===== src/rtl/assert_macros.svh =====
// Assertion macros shared by the stack RTL.
`ifndef ASSERT_MACROS_SVH
`define ASSERT_MACROS_SVH

// Condition must hold at every clock edge outside reset.
`define ASSERT_ALWAYS(label, clk, rst, cond, msg) \
   label: assert property (@(posedge clk) disable iff (rst) (cond)) else $error(msg);

// When ante holds, cons must hold at the next clock edge.
`define ASSERT_NEXT(label, clk, rst, ante, cons, msg) \
   label: assert property (@(posedge clk) disable iff (rst) (ante) |=> (cons)) else $error(msg);

`endif


===== src/rtl/lsp_pkg.sv =====
// Shared types and constants for the LIFO stack with peek.
`timescale 1ns / 1ps

package lsp_pkg;

   localparam int OPCODE_W = 3;
   localparam int WORD_W   = 32;
   localparam int POS_W    = 5;
   localparam int CAP_W    = 5;
   localparam int STATUS_W = 2;

   localparam logic [CAP_W-1:0] CAP_RESET = 5'd16;

   typedef enum logic [OPCODE_W-1:0] {
      OP_PUSH   = 3'd0,
      OP_POP    = 3'd1,
      OP_PEEK   = 3'd2,
      OP_TOP    = 3'd3,
      OP_BOTTOM = 3'd4,
      OP_STATUS = 3'd5
   } opcode_type;

   typedef enum logic [STATUS_W-1:0] {
      ST_OK        = 2'd0,
      ST_OVERFLOW  = 2'd1,
      ST_UNDERFLOW = 2'd2,
      ST_BADPEEK   = 2'd3
   } status_type;

   // Controller to datapath commands.
   typedef struct packed {
      logic load;   // capture the incoming item
      logic exec;   // run the stack operation on the captured item
   } ctl_cmd_type;

endpackage


===== src/rtl/lsp_ctrl.sv =====
// Controller state machine for the LIFO stack: accept, execute, respond.
`timescale 1ns / 1ps
`include "assert_macros.svh"

module lsp_ctrl import lsp_pkg::*; (
   input  logic        clock,
   input  logic        reset,
   input  logic        start,
   output logic        busy,
   output logic        rsp_valid,
   output ctl_cmd_type cmd
);

   typedef enum logic [1:0] {
      S_IDLE,
      S_EXEC,
      S_RESP
   } state_type;

   state_type state_ff;
   logic      busy_ff;
   logic      exec_ff;
   logic      rsp_valid_ff;
   logic      accept;

   assign accept = start && !busy_ff;

   always_ff @(posedge clock) begin
      if (reset) begin
         state_ff     <= S_IDLE;
         busy_ff      <= 1'b0;
         exec_ff      <= 1'b0;
         rsp_valid_ff <= 1'b0;
      end else begin
         unique case (state_ff)
            S_IDLE: begin
               if (accept) begin
                  state_ff <= S_EXEC;
                  busy_ff  <= 1'b1;
                  exec_ff  <= 1'b1;
               end
            end
            S_EXEC: begin
               state_ff     <= S_RESP;
               busy_ff      <= 1'b0;
               exec_ff      <= 1'b0;
               rsp_valid_ff <= 1'b1;
            end
            S_RESP: begin
               // a new item may be taken while the result is on the ports
               rsp_valid_ff <= 1'b0;
               if (accept) begin
                  state_ff <= S_EXEC;
                  busy_ff  <= 1'b1;
                  exec_ff  <= 1'b1;
               end else begin
                  state_ff <= S_IDLE;
               end
            end
            default: begin
               state_ff     <= S_IDLE;
               busy_ff      <= 1'b0;
               exec_ff      <= 1'b0;
               rsp_valid_ff <= 1'b0;
            end
         endcase
      end
   end

   assign busy      = busy_ff;
   assign rsp_valid = rsp_valid_ff;
   assign cmd.load  = accept;
   assign cmd.exec  = exec_ff;

   `ASSERT_NEXT(a_strobe_single, clock, reset, rsp_valid_ff, !rsp_valid_ff, "result strobe longer than one cycle")
   `ASSERT_NEXT(a_load_then_exec, clock, reset, accept, busy_ff && exec_ff, "accepted item not executed next cycle")
   `ASSERT_NEXT(a_exec_then_rsp, clock, reset, exec_ff, rsp_valid_ff && !busy_ff, "executed item gave no result")
   `ASSERT_ALWAYS(a_rsp_not_busy, clock, reset, !rsp_valid_ff || !exec_ff, "execute overlaps result cycle")

endmodule


===== src/rtl/lsp_dpath.sv =====
// Datapath for the LIFO stack: entry memory, count, capacity and result registers.
`timescale 1ns / 1ps
`include "assert_macros.svh"

module lsp_dpath import lsp_pkg::*; #(
   parameter int DEPTH      = 16,
   parameter int DATA_WIDTH = 32
) (
   input  logic                       clock,
   input  logic                       reset,
   input  ctl_cmd_type                cmd,
   input  logic [OPCODE_W-1:0]        req_opcode,
   input  logic signed [WORD_W-1:0]   req_push_value,
   input  logic [POS_W-1:0]           req_peek_position,
   input  logic                       csr_wr_en,
   input  logic [CAP_W-1:0]           csr_wr_data,
   output logic signed [WORD_W-1:0]   rsp_read_data,
   output logic [STATUS_W-1:0]        rsp_status_code,
   output logic                       rsp_is_empty,
   output logic                       rsp_is_full
);

   localparam int AW   = $clog2(DEPTH);
   localparam int CW   = $clog2(DEPTH + 1);
   localparam int CMPW = (CW > CAP_W) ? CW : CAP_W;

   logic [DATA_WIDTH-1:0] mem [DEPTH];

   logic [CAP_W-1:0]        cap_ff;
   logic [CW-1:0]           count_ff;
   logic [CW-1:0]           count_in;

   opcode_type              op_ff;
   logic [WORD_W-1:0]       push_ff;
   logic [POS_W-1:0]        pos_ff;

   logic [DATA_WIDTH-1:0]   rd_data_ff;
   status_type              status_ff;
   status_type              status_in;
   logic                    data_ok_ff;
   logic                    data_ok_in;
   logic                    empty_ff;
   logic                    empty_in;
   logic                    full_ff;
   logic                    full_in;

   logic [CMPW-1:0]         count_x;
   logic [CMPW-1:0]         cap_x;
   logic [CMPW-1:0]         cap_eff;
   logic [CMPW-1:0]         pos_x;
   logic [CMPW-1:0]         top_idx;
   logic [CMPW-1:0]         peek_idx;
   logic [CMPW-1:0]         rd_idx;
   logic [CMPW-1:0]         count_new;
   logic                    wr_en;
   logic [63:0]             push_wide;
   logic [63:0]             rd_wide;

   assign count_x  = CMPW'(count_ff);
   assign cap_x    = CMPW'(cap_ff);
   assign pos_x    = CMPW'(pos_ff);
   assign top_idx  = count_x - CMPW'(1);
   assign peek_idx = count_x - pos_x;

   // capacity of zero acts as one, above the depth acts as the depth
   always_comb begin
      if (cap_x == '0) begin
         cap_eff = CMPW'(1);
      end else if (cap_x > CMPW'(DEPTH)) begin
         cap_eff = CMPW'(DEPTH);
      end else begin
         cap_eff = cap_x;
      end
   end

   always_comb begin
      status_in  = ST_OK;
      data_ok_in = 1'b0;
      wr_en      = 1'b0;
      count_new  = count_x;
      rd_idx     = top_idx;
      unique case (op_ff)
         OP_PUSH: begin
            if (count_x >= cap_eff) begin
               status_in = ST_OVERFLOW;
            end else begin
               wr_en     = 1'b1;
               count_new = count_x + CMPW'(1);
            end
         end
         OP_POP: begin
            if (count_x == '0) begin
               status_in = ST_UNDERFLOW;
            end else begin
               count_new  = top_idx;
               data_ok_in = 1'b1;
            end
         end
         OP_PEEK: begin
            if (pos_x == '0 || pos_x > count_x) begin
               status_in = ST_BADPEEK;
            end else begin
               rd_idx     = peek_idx;
               data_ok_in = 1'b1;
            end
         end
         OP_TOP: begin
            if (count_x == '0) begin
               status_in = ST_UNDERFLOW;
            end else begin
               data_ok_in = 1'b1;
            end
         end
         OP_BOTTOM: begin
            if (count_x == '0) begin
               status_in = ST_UNDERFLOW;
            end else begin
               rd_idx     = '0;
               data_ok_in = 1'b1;
            end
         end
         OP_STATUS: begin
         end
         default: begin
         end
      endcase
   end

   assign count_in  = count_new[CW-1:0];
   assign empty_in  = (count_new == '0);
   assign full_in   = (count_new >= cap_eff);
   assign push_wide = {32'd0, push_ff};

   // control state
   always_ff @(posedge clock) begin
      if (reset) begin
         cap_ff   <= CAP_RESET;
         count_ff <= '0;
      end else begin
         if (csr_wr_en) begin
            cap_ff <= csr_wr_data;
         end
         if (cmd.exec) begin
            count_ff <= count_in;
         end
      end
   end

   // item capture
   always_ff @(posedge clock) begin
      if (cmd.load) begin
         op_ff   <= opcode_type'(req_opcode);
         push_ff <= req_push_value;
         pos_ff  <= req_peek_position;
      end
   end

   // entry memory and result registers
   always_ff @(posedge clock) begin
      if (cmd.exec) begin
         if (wr_en) begin
            mem[count_ff[AW-1:0]] <= push_wide[DATA_WIDTH-1:0];
         end
         rd_data_ff <= mem[rd_idx[AW-1:0]];
         status_ff  <= status_in;
         data_ok_ff <= data_ok_in;
         empty_ff   <= empty_in;
         full_ff    <= full_in;
      end
   end

   assign rd_wide         = 64'(rd_data_ff);
   assign rsp_read_data   = data_ok_ff ? signed'(rd_wide[WORD_W-1:0]) : '0;
   assign rsp_status_code = status_ff;
   assign rsp_is_empty    = empty_ff;
   assign rsp_is_full     = full_ff;

   `ASSERT_ALWAYS(a_count_bound, clock, reset, count_ff <= CW'(DEPTH), "entry count above depth")
   `ASSERT_NEXT(a_count_hold, clock, reset, !cmd.exec, $stable(count_ff), "count changed without an item")

endmodule


===== src/rtl/lifo_stack_with_peek.sv =====
// An accepted item passes through the execute state, then rsp_valid is raised for one cycle.
// busy is high only in the execute state, where the entry memory read is registered; no
// new item is taken then, but the next one may be accepted while the result is on the ports.
// The receiver cannot stall: each result is shown for exactly one cycle.
// Synchronous reset empties the stack, sets the capacity to 16 and idles the
// controller; memory contents are not cleared.
`timescale 1ns / 1ps

module lifo_stack_with_peek import lsp_pkg::*; #(
   parameter int DEPTH      = 16,
   parameter int DATA_WIDTH = 32
) (
   input  logic                     clock,
   input  logic                     reset,
   input  logic                     start,
   output logic                     busy,
   input  logic [OPCODE_W-1:0]      req_opcode,
   input  logic signed [WORD_W-1:0] req_push_value,
   input  logic [POS_W-1:0]         req_peek_position,
   output logic                     rsp_valid,
   output logic signed [WORD_W-1:0] rsp_read_data,
   output logic [STATUS_W-1:0]      rsp_status_code,
   output logic                     rsp_is_empty,
   output logic                     rsp_is_full,
   input  logic                     csr_wr_en,
   input  logic [CAP_W-1:0]         csr_wr_data
);

   ctl_cmd_type cmd;

   lsp_ctrl u_ctrl (
      .clock     (clock),
      .reset     (reset),
      .start     (start),
      .busy      (busy),
      .rsp_valid (rsp_valid),
      .cmd       (cmd)
   );

   lsp_dpath #(
      .DEPTH      (DEPTH),
      .DATA_WIDTH (DATA_WIDTH)
   ) u_dpath (
      .clock             (clock),
      .reset             (reset),
      .cmd               (cmd),
      .req_opcode        (req_opcode),
      .req_push_value    (req_push_value),
      .req_peek_position (req_peek_position),
      .csr_wr_en         (csr_wr_en),
      .csr_wr_data       (csr_wr_data),
      .rsp_read_data     (rsp_read_data),
      .rsp_status_code   (rsp_status_code),
      .rsp_is_empty      (rsp_is_empty),
      .rsp_is_full       (rsp_is_full)
   );

endmodule


===== config.mk =====
export PLATFORM = sky130hd
export DESIGN_NAME = lifo_stack_with_peek
export DESIGN_NICKNAME = d
export VERILOG_FILES = /design/src/rtl/lsp_pkg.sv /design/src/rtl/lsp_ctrl.sv /design/src/rtl/lsp_dpath.sv /design/src/rtl/lifo_stack_with_peek.sv
export VERILOG_INCLUDE_DIRS = /design/src /design/src/rtl
export SDC_FILE = /design/constraint.sdc
export NUM_CORES = 1
export LEC_CHECK = 0
export ABC_AREA = 1
export BUFFER_PORTS_ARGS = -buffer_cell sky130_fd_sc_hd__buf_2
export CAP_MARGIN = 20
export CELL_PAD_IN_SITES_DETAIL_PLACEMENT = 1
export CELL_PAD_IN_SITES_GLOBAL_PLACEMENT = 1
export CORE_MARGIN = 3
export CORE_UTILIZATION = 48
export DETAILED_ROUTE_END_ITERATION = 6
export GPL_ROUTABILITY_DRIVEN = 1
export PLACE_DENSITY = 0.83
export SETUP_SLACK_MARGIN = 0.02
export SYNTH_ARGS = -nofsm -noshare
export SYNTH_HDL_FRONTEND = slang
export SYNTH_SLANG_ARGS = --single-unit

===== constraint.sdc =====
create_clock -name clock -period 4.1 [get_ports clock]
set_input_delay 0.82 -clock clock [delete_from_list [all_inputs] [get_ports clock]]
set_output_delay 0.82 -clock clock [all_outputs]
set_load 0.02 [all_outputs]

==> impl_metrics.ini <==
[placement]
io_buffer_count = 86
dp_hpwl_um = 42000
gp_congestion = 0.832
dp_slack_ns = 0.515

[floorplanning]
die_area_um2 = 57100
core_um2 = 53200
num_rows = 84
initial_core_util_pct = 49.0
die_x_um = 239
io_pins = 87
die_y_um = 239

[cts]
htreeDepth = 3
clk_pin_slew_ns = 0.06
clockBufferDepth = 3
ctsResizeCount = 0
cts_tree = done
ctsHoldBuffers = 0
numCtsBuffers = 67
clk_latency_ns = 0.61
clockRootBuffer = clkbuf_16
post-cts-setup-buffers = 0
clkSinkCount = 603

[final_layout]
fillers = 5516
diodes = 0
syn2layout_area_growth_pct = 13.5
final_cell_mix = nand2_1 (622), edfxtp_1 (589), nand3_1 (489), inv_1 (240), nand3b_1 (97)
num-nets-final = 2473
drive_gt1_share_pct = 10.6
final_common_cell = nand2_1

[yosys]
syn_nets = 2408
syn_area_um2 = 26100
ys_seq_area_share_pct = 68.9
synthCells = 2335
synth-seq-cells = 603
synth.avg_cell_area_um2 = 11.2
synth_cell_types = 34
synth_warnings = 0

[drt]
routed-wl-met3_um = 5600
wl_per_cell_um = 24.8
dr_total_vias = 18349
wl_met1_um = 29900
vias_per_cell = 5.85
first_pass_iters = 5
drt_first_iter_violations = 2014
top_layer = met4
drt-total-wl_um = 77600
wl_met2_um = 39300
post-route-drc-count = 0
postRouteAntennaNets = 0

[worst_hold_path]
holdPathEnd = u_dpath.push_ff[13]
holdCritPathClass = in2reg
hp-start = req_push_value[13]
worstHoldPathCells = 1

[sta]
hold_viol_final = 0
fin_crit_sh_pct = 90.4
slew_headroom_pct = 43.2
setup_viol = 0
final.setup.worst_slack_ns = 0.394
rsz0062_at_grt = no
fin_worst_skew_ns = 0.0312
fin_crit_ns = 3.71
drv_slew = 0
fin_setup_tns_ns = 0
fmax_ghz = 0.270
max_slew.worst_pin.slew_ns = 0.853

[global_route]
antenna_found_initial = 0
grt_pass1_vias = 20108
grt_usage_pct = 27.4
grt_pass1_wl_um = 118000
grt_start_max_net_pins = 137
grt_remaining_overflow = 0

[critical_path]
cp_slowest_stage_delay_ns = 0.62
r2r-start = u_dpath.count_ff[2]
rrSetupSlack_ns = 0.39
required_ns = 4.41
critPathArrivalTime_ns = 4.02
crit_buf_inv = 1
critPathMaxFanout = 64
cp-start-kind = flip-flop
r2r_cells = 18
crit_top_cell = nand2_1
rr_endpoint = u_dpath.rd_data_ff[5]
cp_slowest_cell = dfxtp_1
path_delay_family = simple AND/OR/NAND/NOR gates
crit_chain = ha_1 > nand2_1 > nor2_2 > nand2_1 > nand3_1 > nand2_2 > nand2_1 > nand2_2 > nand2_2 > nand2_8 > nand2_8 > buf_12 > nand2_1 > nand2_1 > nand2_1 > nand3_1 > nand3_1 > nand2_1
cp-end-kind = flip-flop
crit_type = reg2reg

[pwr]
p_leak_uw = 0.0119
ir_drop_mv = 0.318
p_per_area_nw_per_um2 = 517

[run_status]
status = completed

[job]
cap_violations = 0
-- synth_stat cells, drive strengths merged --
cell type / n / share of area, %
dfxtp: 14 / 1.1
a21oi: 19 / 0.38
o21ai: 24 / 0.49
xnor2: 2 / 0.067
nor2: 48 / 0.74
inv: 245 / 3.5
nand3b: 97 / 2.8
a21o: 1 / 0.029
clkbuf: 11 / 0.16
a211oi: 2 / 0.077
edfxtp: 589 / 68
a21boi: 1 / 0.043
or2: 2 / 0.048
buf: 127 / 2.7
nand4: 4 / 0.096
ha: 23 / 1.1
nand2: 628 / 9.1
nor3: 4 / 0.077
a31oi: 1 / 0.024
nand3: 489 / 9.4
xor2: 2 / 0.067
and2: 1 / 0.024
fa: 1 / 0.077
-- registers in the layout, summed over array words and instances (netlist names) --
name	count
u_dpath.rsp_is_empty	1
u_dpath.rsp_is_full	1
u_dpath.op_ff	3
u_dpath.count_ff	5
u_dpath.rd_data_ff	32
u_ctrl.state_ff	2
u_dpath.cap_ff	5
u_dpath.mem	512
u_dpath.push_ff	32
u_dpath.rsp_status_code	2
u_ctrl.busy	1
u_ctrl.rsp_valid	1
u_dpath.pos_ff	5
u_dpath.data_ok_ff	1
-- report_power, final --
group	internal (uW)	switching (uW)	total, uW
sequential	6940	132	7070
combinational	661	1680	2340
clock	3470	2430	5890
-- through the flow --
step           power [uW]  hold WS, ns  std cells  util (%)  instance area, um2
6_report            15300        0.387       3136      55.6               29600
5_1_grt             15900        0.371       3136      55.6               29600
4_1_cts             15400        0.359       3136      55.6               29600
3_5_place_dp         9480        0.462       3019      51.7               27500
3_3_place_gp         9350        0.431       3019      51.7               27500
2_1_floorplan        8690        0.433       2335         -               26100
-- how the worst max path moves through the flow --
| stage | start | cells after the start | slack [ns] | end |
|---|---|---|---|---|
| 5_1_grt | u_dpath.count_ff[2] | 18 | 0.15 | u_dpath.rd_data_ff[5] |
| 3_5_place_dp | u_dpath.count_ff[2] | 18 | 0.51 | u_dpath.rd_data_ff[7] |
| 6_report | u_dpath.count_ff[2] | 18 | 0.39 | u_dpath.rd_data_ff[5] |
| 4_1_cts | u_dpath.count_ff[2] | 18 | 0.45 | u_dpath.rd_data_ff[5] |
| 2_1_floorplan | u_ctrl.busy | 4 | 0.34 | u_dpath.mem[0][0] |
| 3_3_place_gp | u_dpath.count_ff[2] | 18 | 0.74 | u_dpath.rd_data_ff[17] |
-- area by class of cell --
cell class                 count  area, um2  area share (%)
clock buffer                  88       1840            6.22
inverter                     245        925            3.12
clock inverter                29        264           0.892
timing repair buffer         134       1130            3.81
tap                          688        861            2.91
sequential                   603      18000            60.7
multi-input combinational   1349       6600            22.3
-- logic make-up (layout without fill, tap and decap cells) --
| kind of cell | after synthesis | in the layout | synth area share [%] |
|---|---|---|---|
| DFF | 603 | 603 | 68.9 |
| buffers and inverters | 383 | 496 | 6.41 |
| xor gates and xnor gates | 4 | 4 | 0.134 |
| and+or+nand+nor | 1273 | 1273 | 22.3 |
| AOI/OAI and AO/OA | 48 | 48 | 1.04 |
| adders and majority gates | 24 | 24 | 1.18 |
-- metal layers --
metal	vias to the layer above	track usage, %
met1	9261	34.0
met4	0	12.3
li1	8089	-
met5	-	0
met3	205	5.13
met2	794	47.1
(Power assumes the default switching activity.)
